--- config.mk ---
export PLATFORM = sky130hd
export DESIGN_NAME = hsv_to_rgb_converter_core
export DESIGN_NICKNAME = d
export VERILOG_FILES = /design/src/rtl/hsv2rgb_pkg.sv /design/src/rtl/hsv_to_rgb_converter_core.sv /design/src/rtl/hsv2rgb_hue.sv /design/src/rtl/hsv2rgb_chan.sv /design/src/rtl/hsv2rgb_to_rgb_converter_core.sv
export SDC_FILE = /design/constraint.sdc
export NUM_CORES = 2
export LEC_CHECK = 0
export ABC_AREA = 1
export ABC_CLOCK_PERIOD_IN_PS = 8100
export BUFFER_PORTS_ARGS = -buffer_cell sky130_fd_sc_hd__buf_4
export CAP_MARGIN = 20
export CORE_MARGIN = 3
export CORE_UTILIZATION = 40
export CTS_CLUSTER_DIAMETER = 200
export DETAILED_ROUTE_END_ITERATION = 10
export SYNTH_ARGS = -nofsm -noshare
export SYNTH_HDL_FRONTEND = slang
export SYNTH_SLANG_ARGS = --single-unit
--- constraint.sdc ---
create_clock -name clk -period 8.1 [get_ports clk]
set_input_delay 0 -clock clk [delete_from_list [all_inputs] [get_ports clk]]
set_output_delay 0 -clock clk [all_outputs]
set_load 0.02 [all_outputs]
--- src/rtl/hsv2rgb_pkg.sv ---
// Shared constants, types and the color wheel table for the HSV to RGB converter.
package hsv2rgb_pkg;

	localparam int HueW    = 16;
	localparam int FracW   = 12;
	localparam int ChanW   = 13;
	localparam int RecipW  = 20;
	localparam int ScaledW = 15;
	localparam int ProdW   = 25;
	localparam int SectW   = 3;

	localparam logic [HueW-1:0]   HUE_MAX   = 16'd46080;
	localparam logic [ChanW-1:0]  UNIT      = 13'd4096;
	localparam logic [RecipW-1:0] HUE_RECIP = 20'd559147;
	localparam logic [ProdW-1:0]  HALF      = 25'd2048;
	localparam logic [SectW-1:0]  LAST_SECT = 3'd5;

	// Stage enables shared by the hue front end and the channel lanes.
	typedef struct packed {
		logic en_s1;
		logic en_s2;
		logic en_s3;
		logic en_s4;
		logic en_s5;
	} pipe_ctl_t;

	// Primaries as masks: bit 2 red, bit 1 green, bit 0 blue.
	function automatic logic [2:0] wheel(input logic [SectW-1:0] sect);
		logic [2:0] m;
		case (sect)
			3'd0:    m = 3'b100;
			3'd1:    m = 3'b110;
			3'd2:    m = 3'b010;
			3'd3:    m = 3'b011;
			3'd4:    m = 3'b001;
			default: m = 3'b101;
		endcase
		return m;
	endfunction

endpackage

--- src/rtl/hsv_to_rgb_converter_core.sv ---
// HSV to RGB converter top level: valid/stall handshake and five-stage pipeline control.
// Depth: five register stages, s1 to s5, between the input and the output port.
// Throughput: one pixel per cycle while the output is not stalled; stages s1 to s5 each
// hold one pixel and a bubble stage fills even while the output is stalled.
// Reset (arst_n, async, active low) clears the stage valid bits only;
// data registers are not reset.
module hsv_to_rgb_converter_core (
	input  logic                          clk,
	input  logic                          arst_n,
	input  logic                          in_valid,
	output logic                          in_stall,
	input  logic [hsv2rgb_pkg::HueW-1:0]  hue,
	input  logic [hsv2rgb_pkg::ChanW-1:0] saturation,
	input  logic [hsv2rgb_pkg::ChanW-1:0] brightness,
	output logic                          out_valid,
	input  logic                          out_stall,
	output logic [hsv2rgb_pkg::ChanW-1:0] red,
	output logic [hsv2rgb_pkg::ChanW-1:0] green,
	output logic [hsv2rgb_pkg::ChanW-1:0] blue
);
	import hsv2rgb_pkg::*;

	// Stage valid bits; s5 is the output register.
	logic      vld_s1, vld_s2, vld_s3, vld_s4, vld_s5;
	logic      en_s1, en_s2, en_s3, en_s4, en_s5;
	pipe_ctl_t ctl;

	logic [ChanW-1:0] c_s2 [3];
	logic [ChanW-1:0] sat_s2;
	logic [ChanW-1:0] val_s2;
	logic [ChanW-1:0] rgb_s5 [3];

	// A stage loads when it is empty or its content moves on. Bubbles
	// collapse, so upstream keeps filling behind a stalled output.
	assign en_s5 = !vld_s5 || !out_stall;
	assign en_s4 = !vld_s4 || en_s5;
	assign en_s3 = !vld_s3 || en_s4;
	assign en_s2 = !vld_s2 || en_s3;
	assign en_s1 = !vld_s1 || en_s2;

	assign ctl = '{en_s1: en_s1, en_s2: en_s2, en_s3: en_s3, en_s4: en_s4, en_s5: en_s5};

	assign in_stall = !en_s1;

	always_ff @(posedge clk or negedge arst_n) begin
		if (!arst_n) begin
			vld_s1 <= 1'b0;
			vld_s2 <= 1'b0;
			vld_s3 <= 1'b0;
			vld_s4 <= 1'b0;
			vld_s5 <= 1'b0;
		end else begin
			if (en_s1) vld_s1 <= in_valid;
			if (en_s2) vld_s2 <= vld_s1;
			if (en_s3) vld_s3 <= vld_s2;
			if (en_s4) vld_s4 <= vld_s3;
			if (en_s5) vld_s5 <= vld_s4;
		end
	end

	// s1: clamp and hue * reciprocal; s2: sector, fraction, hue blend.
	hsv2rgb_hue u_hue (
		.clk        (clk),
		.ctl        (ctl),
		.hue        (hue),
		.saturation (saturation),
		.brightness (brightness),
		.c_s2       (c_s2),
		.sat_s2     (sat_s2),
		.val_s2     (val_s2)
	);

	// s3: (1 - c) * s; s4: c1 * v; s5: rounded output register.
	hsv2rgb_to_rgb_converter_core u_lanes (
		.clk    (clk),
		.ctl    (ctl),
		.c_s2   (c_s2),
		.sat_s2 (sat_s2),
		.val_s2 (val_s2),
		.rgb_s5 (rgb_s5)
	);

	assign out_valid = vld_s5;
	assign red       = rgb_s5[0];
	assign green     = rgb_s5[1];
	assign blue      = rgb_s5[2];

endmodule

--- src/rtl/hsv2rgb_hue.sv ---
// Hue front end: input clamp, reciprocal scaling and per-channel hue blend.
module hsv2rgb_hue (
	input  logic                          clk,
	input  hsv2rgb_pkg::pipe_ctl_t        ctl,
	input  logic [hsv2rgb_pkg::HueW-1:0]  hue,
	input  logic [hsv2rgb_pkg::ChanW-1:0] saturation,
	input  logic [hsv2rgb_pkg::ChanW-1:0] brightness,
	output logic [hsv2rgb_pkg::ChanW-1:0] c_s2 [3],
	output logic [hsv2rgb_pkg::ChanW-1:0] sat_s2,
	output logic [hsv2rgb_pkg::ChanW-1:0] val_s2
);
	import hsv2rgb_pkg::*;

	logic [HueW-1:0]            h_clamp;
	logic [ChanW-1:0]           s_clamp;
	logic [ChanW-1:0]           v_clamp;
	logic [HueW+RecipW-1:0]     prod;
	logic [ScaledW-1:0]         x_s1;
	logic [ChanW-1:0]           sat_s1;
	logic [ChanW-1:0]           val_s1;
	logic [SectW-1:0]           sect;
	logic [SectW-1:0]           sect_nxt;
	logic [FracW-1:0]           frac;
	logic [2:0]                 mask_a;
	logic [2:0]                 mask_b;
	logic [ChanW-1:0]           c_blend [3];

	assign h_clamp = (hue > HUE_MAX) ? HUE_MAX : hue;
	assign s_clamp = (saturation > UNIT) ? UNIT : saturation;
	assign v_clamp = (brightness > UNIT) ? UNIT : brightness;
	assign prod    = HueW'(h_clamp) * RecipW'(HUE_RECIP);

	always_ff @(posedge clk) begin
		if (ctl.en_s1) begin
			x_s1   <= prod[RecipW +: ScaledW];
			sat_s1 <= s_clamp;
			val_s1 <= v_clamp;
		end
	end

	assign sect     = (x_s1[ScaledW-1 -: SectW] > LAST_SECT) ? LAST_SECT
	                : x_s1[ScaledW-1 -: SectW];
	assign sect_nxt = (sect == LAST_SECT) ? '0 : sect + SectW'(1);
	assign frac     = x_s1[FracW-1:0];
	assign mask_a   = wheel(sect);
	assign mask_b   = wheel(sect_nxt);

	// Channel index 0 red, 1 green, 2 blue.
	always_comb begin
		for (int k = 0; k < 3; k++) begin
			if (mask_a[2-k] == mask_b[2-k])
				c_blend[k] = mask_a[2-k] ? UNIT : '0;
			else if (mask_a[2-k])
				c_blend[k] = UNIT - ChanW'(frac);
			else
				c_blend[k] = ChanW'(frac);
		end
	end

	always_ff @(posedge clk) begin
		if (ctl.en_s2) begin
			c_s2   <= c_blend;
			sat_s2 <= sat_s1;
			val_s2 <= val_s1;
		end
	end

endmodule

--- src/rtl/hsv2rgb_chan.sv ---
// One color channel lane: saturation blend, value blend, rounding.
module hsv2rgb_chan (
	input  logic                          clk,
	input  hsv2rgb_pkg::pipe_ctl_t        ctl,
	input  logic [hsv2rgb_pkg::ChanW-1:0] c_s2,
	input  logic [hsv2rgb_pkg::ChanW-1:0] sat_s2,
	input  logic [hsv2rgb_pkg::ChanW-1:0] val_s2,
	output logic [hsv2rgb_pkg::ChanW-1:0] chan_s5
);
	import hsv2rgb_pkg::*;

	logic [ProdW-1:0] p_s3;
	logic [ChanW-1:0] val_s3;
	logic [ProdW-1:0] p_rnd;
	logic [ChanW-1:0] c1;
	logic [ProdW-1:0] q_s4;
	logic [ProdW-1:0] q_rnd;

	always_ff @(posedge clk) begin
		if (ctl.en_s3) begin
			p_s3   <= ProdW'((UNIT - c_s2) * sat_s2);
			val_s3 <= val_s2;
		end
	end

	assign p_rnd = p_s3 + HALF;
	assign c1    = UNIT - p_rnd[FracW +: ChanW];

	always_ff @(posedge clk) begin
		if (ctl.en_s4)
			q_s4 <= ProdW'(c1 * val_s3);
	end

	assign q_rnd = q_s4 + HALF;

	always_ff @(posedge clk) begin
		if (ctl.en_s5)
			chan_s5 <= q_rnd[FracW +: ChanW];
	end

endmodule

--- src/rtl/hsv2rgb_to_rgb_converter_core.sv ---
// Lane bank: the three color channel lanes side by side.
module hsv2rgb_to_rgb_converter_core (
	input  logic                          clk,
	input  hsv2rgb_pkg::pipe_ctl_t        ctl,
	input  logic [hsv2rgb_pkg::ChanW-1:0] c_s2 [3],
	input  logic [hsv2rgb_pkg::ChanW-1:0] sat_s2,
	input  logic [hsv2rgb_pkg::ChanW-1:0] val_s2,
	output logic [hsv2rgb_pkg::ChanW-1:0] rgb_s5 [3]
);
	import hsv2rgb_pkg::*;

	for (genvar k = 0; k < 3; k++) begin : g_lane
		hsv2rgb_chan u_chan (
			.clk     (clk),
			.ctl     (ctl),
			.c_s2    (c_s2[k]),
			.sat_s2  (sat_s2),
			.val_s2  (val_s2),
			.chan_s5 (rgb_s5[k])
		);
	end

endmodule

==> flow_summary.json <==
{
  "synthTopCellsByCount": "1,463 x inv_1, 1,227 x nand2_1, 887 x fa_1, 688 x nor2_1, 467 x ha_1",
  "ant_nets": 0,
  "yosysTopAreaCell": "fa_1",
  "grt_pass1_vias": 41000,
  "path_clk_slew_ns": 0.06,
  "synthCells": 6100,
  "layout.nets": 7562,
  "synth_warnings": 0,
  "grt_pass1_wl_um": 214000,
  "cts_tree": "done",
  "fin_crit_ns": 7.04,
  "drc": 0,
  "tns_ns": 0,
  "post_cts_buffers": 0,
  "crit_path_max_incr_delay_ns": 0.60,
  "hp-start": "hue[15]",
  "finalClockSkew_ns": 0.0234,
  "max_freq_ghz": 0.142,
  "finalHoldViolations": 0,
  "rows": 129,
  "path_max_fanout": 14,
  "synth-seq-cells": 247,
  "drv_cap": 0,
  "gp_congestion": 0.886,
  "numCtsBuffers": 31,
  "vias_per_cell": 4.97,
  "rrSetupSlack_ns": 1.06,
  "die_area_um2": 130000,
  "cts_root_buf": "clkbuf_16",
  "syn_area_um2": 50400,
  "slew_viol_final": 0,
  "dp_hpwl_um": 106000,
  "yosys_most_used_dff": "edfxtp_1",
  "cp.required_ns": 8.46,
  "io_buffers": 86,
  "cts_sinks": 247,
  "worstMarginPinSlew_ns": 1.07,
  "max_slew_margin_pct": 28.3,
  "status": "completed",
  "avgSynthCellArea_um2": 8.26,
  "core-area_um2": 124000,
  "die_w_um": 361,
  "crit_path_end_kind": "flip-flop",
  "io_pins": 87,
  "first_pass_iters": 6,
  "grt_remaining_overflow": 0,
  "r2r-start": "u_hue.c_s2[13]",
  "crit_slowest_cell": "edfxtp_1",
  "start_kind": "flip-flop",
  "synth.top_cell.area_share_pct": 35.2,
  "async_flop_share_pct": 2.02,
  "initial_utilization_pct": 40.5,
  "clockBufferDepth": 3,
  "cts_resized": 0,
  "htreeDepth": 1,
  "min_to": "u_hue.x_s1[14]",
  "cp_num_buf_inv": 5,
  "grt_max_degree": 68,
  "grt_use_total_pct": 20.2,
  "drt_iter0_markers": 2570,
  "syn_nets": 7500,
  "finalSetupViolations": 0,
  "path_delay_family": "adder cells",
  "period_share_pct": 87.0,
  "synth_enable_flop_cells": 242,
  "insertion_delay_ns": 0.63,
  "placed_area_um2": 52900,
  "synth.most_common_cell": "inv_1",
  "r2r_cells": 27,
  "syn_to_final_growth_pct": 8.00,
  "r2r_end": "u_lanes.g_lane[1].u_chan.p_s3[16]",
  "arrival_ns": 7.41,
  "synth_seq_area_share_pct": 14.7,
  "postRouteWirelength_um": 129000,
  "critPathMostFrequentCell": "nor2_1",
  "grt_antenna_before_repair": 0,
  "die_y_um": 361,
  "via_count": 38900,
  "wl_per_cell_um": 16.4,
  "synth.distinct_cells": 57,
  "final_area_um2": 54400,
  "whs_path_depth": 5,
  "rsz0062_at_grt": "false",
  "layout-drive-gt1-share_pct": 4.25,
  "crit_type": "reg2reg",
  "hp-class": "in2reg",
  "synth_area_leaders": "fa_1 35%, edfxtp_1 14%, ha_1 12%, inv_1 11%, nand2_1 9.1%"
}
cell type report:
class	instances	area, um2
fillers	12400	70000
multi-input cells	4219	36800
flip-flops and latches	247	7390
inverters	1497	5620
well taps	1637	2050
repair buffers	166	1330
clock buffers	34	807
clock inverters	24	368
diodes	1	2.50
layout by cell type (no fill, tap or decap), types with 10 or more instances in the layout:
cell and n:
nor3_1 43, nor2_1 688, nand2_2 12, nand2_1 1226, or2_2 17, edfxtp_1 242, a21oi_1 192, a31oi_1 10
fa_1 887, clkinv_1 26, inv_1 1459, a21o_1 15, nand3_1 139, dlygate4sd3_1 30, nand4_1 62, a211oi_1 14
nor2_2 13, nor4_1 13, o21ai_0 125, nand3b_1 16, o21bai_1 14, o211ai_1 17, xor2_1 121, clkbuf_16 31
inv_2 15, ha_1 467, xnor2_1 62, buf_4 135, o21a_1 15
flip-flops by register name (all words and copies together), names as in the netlist:
signal                         cells
out_valid                          1
u_hue.c_s2                        39
u_hue.sat_s1                      13
u_hue.sat_s2                      13
u_hue.val_s1                      13
u_hue.val_s2                      13
u_hue.x_s1                        15
u_lanes.g_lane.u_chan.chan_s5     39
u_lanes.g_lane.u_chan.p_s3        42
u_lanes.g_lane.u_chan.q_s4        42
u_lanes.g_lane.u_chan.val_s3      13
vld_s1                             1
vld_s2                             1
vld_s3                             1
vld_s4                             1
through the flow:
step | util, % | std cells | hold WS [ns] | worst slack (ns)
after floorplan | - | 6100 | -0.296 | 1.36
after global placement | 42.5 | 7736 | -0.163 | 1.20
after detailed placement | 42.5 | 7736 | -0.163 | 1.10
after CTS | 43.7 | 7824 | 0.00974 | 1.09
after global routing | 43.7 | 7824 | 0.0805 | 0.316
final | 43.7 | 7825 | 0.0273 | 1.06
logic make-up (layout without fill, tap and decap cells):
family | Yosys count | in the layout | share of synthesized area (%)
flip-flops | 247 | 247 | 14.7
AO/OA/AOI/OAI | 423 | 423 | 4.74
buffers and inverters | 1634 | 1721 | 12.2
adder cells (fa/ha/maj) | 1354 | 1354 | 46.8
XOR/XNOR | 187 | 187 | 3.33
other | 0 | 1 | 0
AND/OR/NAND/NOR | 2255 | 2255 | 18.2
worst reg2reg max path, cell delays in order, from the launching register on:
cell	delay (ns)
edfxtp_1	0.60
inv_1	0.14
ha_1	0.20
nand2_1	0.08
nor2_1	0.12
nand4_1	0.15
nor2_1	0.20
nand2_1	0.09
nor2_1	0.11
xor2_1	0.50
inv_1	0.28
nor2_1	0.20
fa_1	0.44
fa_1	0.41
fa_1	0.55
inv_1	0.06
fa_1	0.53
inv_1	0.05
fa_1	0.45
ha_1	0.38
nand2_1	0.11
nor2_1	0.14
inv_1	0.05
o21ai_0	0.23
nor2_1	0.11
o21ai_0	0.35
a21oi_1	0.14
xnor2_1	0.15
worst max-delay path by stage:
stage | from | endpoint | cells after the start
6_report | u_hue.c_s2[13] | u_lanes.g_lane[1].u_chan.p_s3[16] | 27
3_5_place_dp | u_hue.c_s2[13] | u_lanes.g_lane[1].u_chan.p_s3[20] | 30
2_1_floorplan | out_valid | u_hue.sat_s1[0] | 9
3_3_place_gp | u_hue.c_s2[13] | u_lanes.g_lane[1].u_chan.p_s3[20] | 30
4_1_cts | u_hue.c_s2[13] | u_lanes.g_lane[1].u_chan.p_s3[19] | 27
5_1_grt | u_hue.c_s2[13] | u_lanes.g_lane[1].u_chan.p_s3[19] | 27
metal layers:
metal	wire (um)	global-route usage, %
met5	0	0
met4	3570	5.32
met3	6610	1.85
met2	62400	35.5
met1	56000	26.7
repair_timing:
item                       in CTS  in global routing
hold buffers                   30                  0
hold endpoints to repair       40                  0
setup endpoints to repair       0                  0
Power is not shown: default switching activity piles up to over one toggle a cycle in this logic, so the estimate is an artifact.
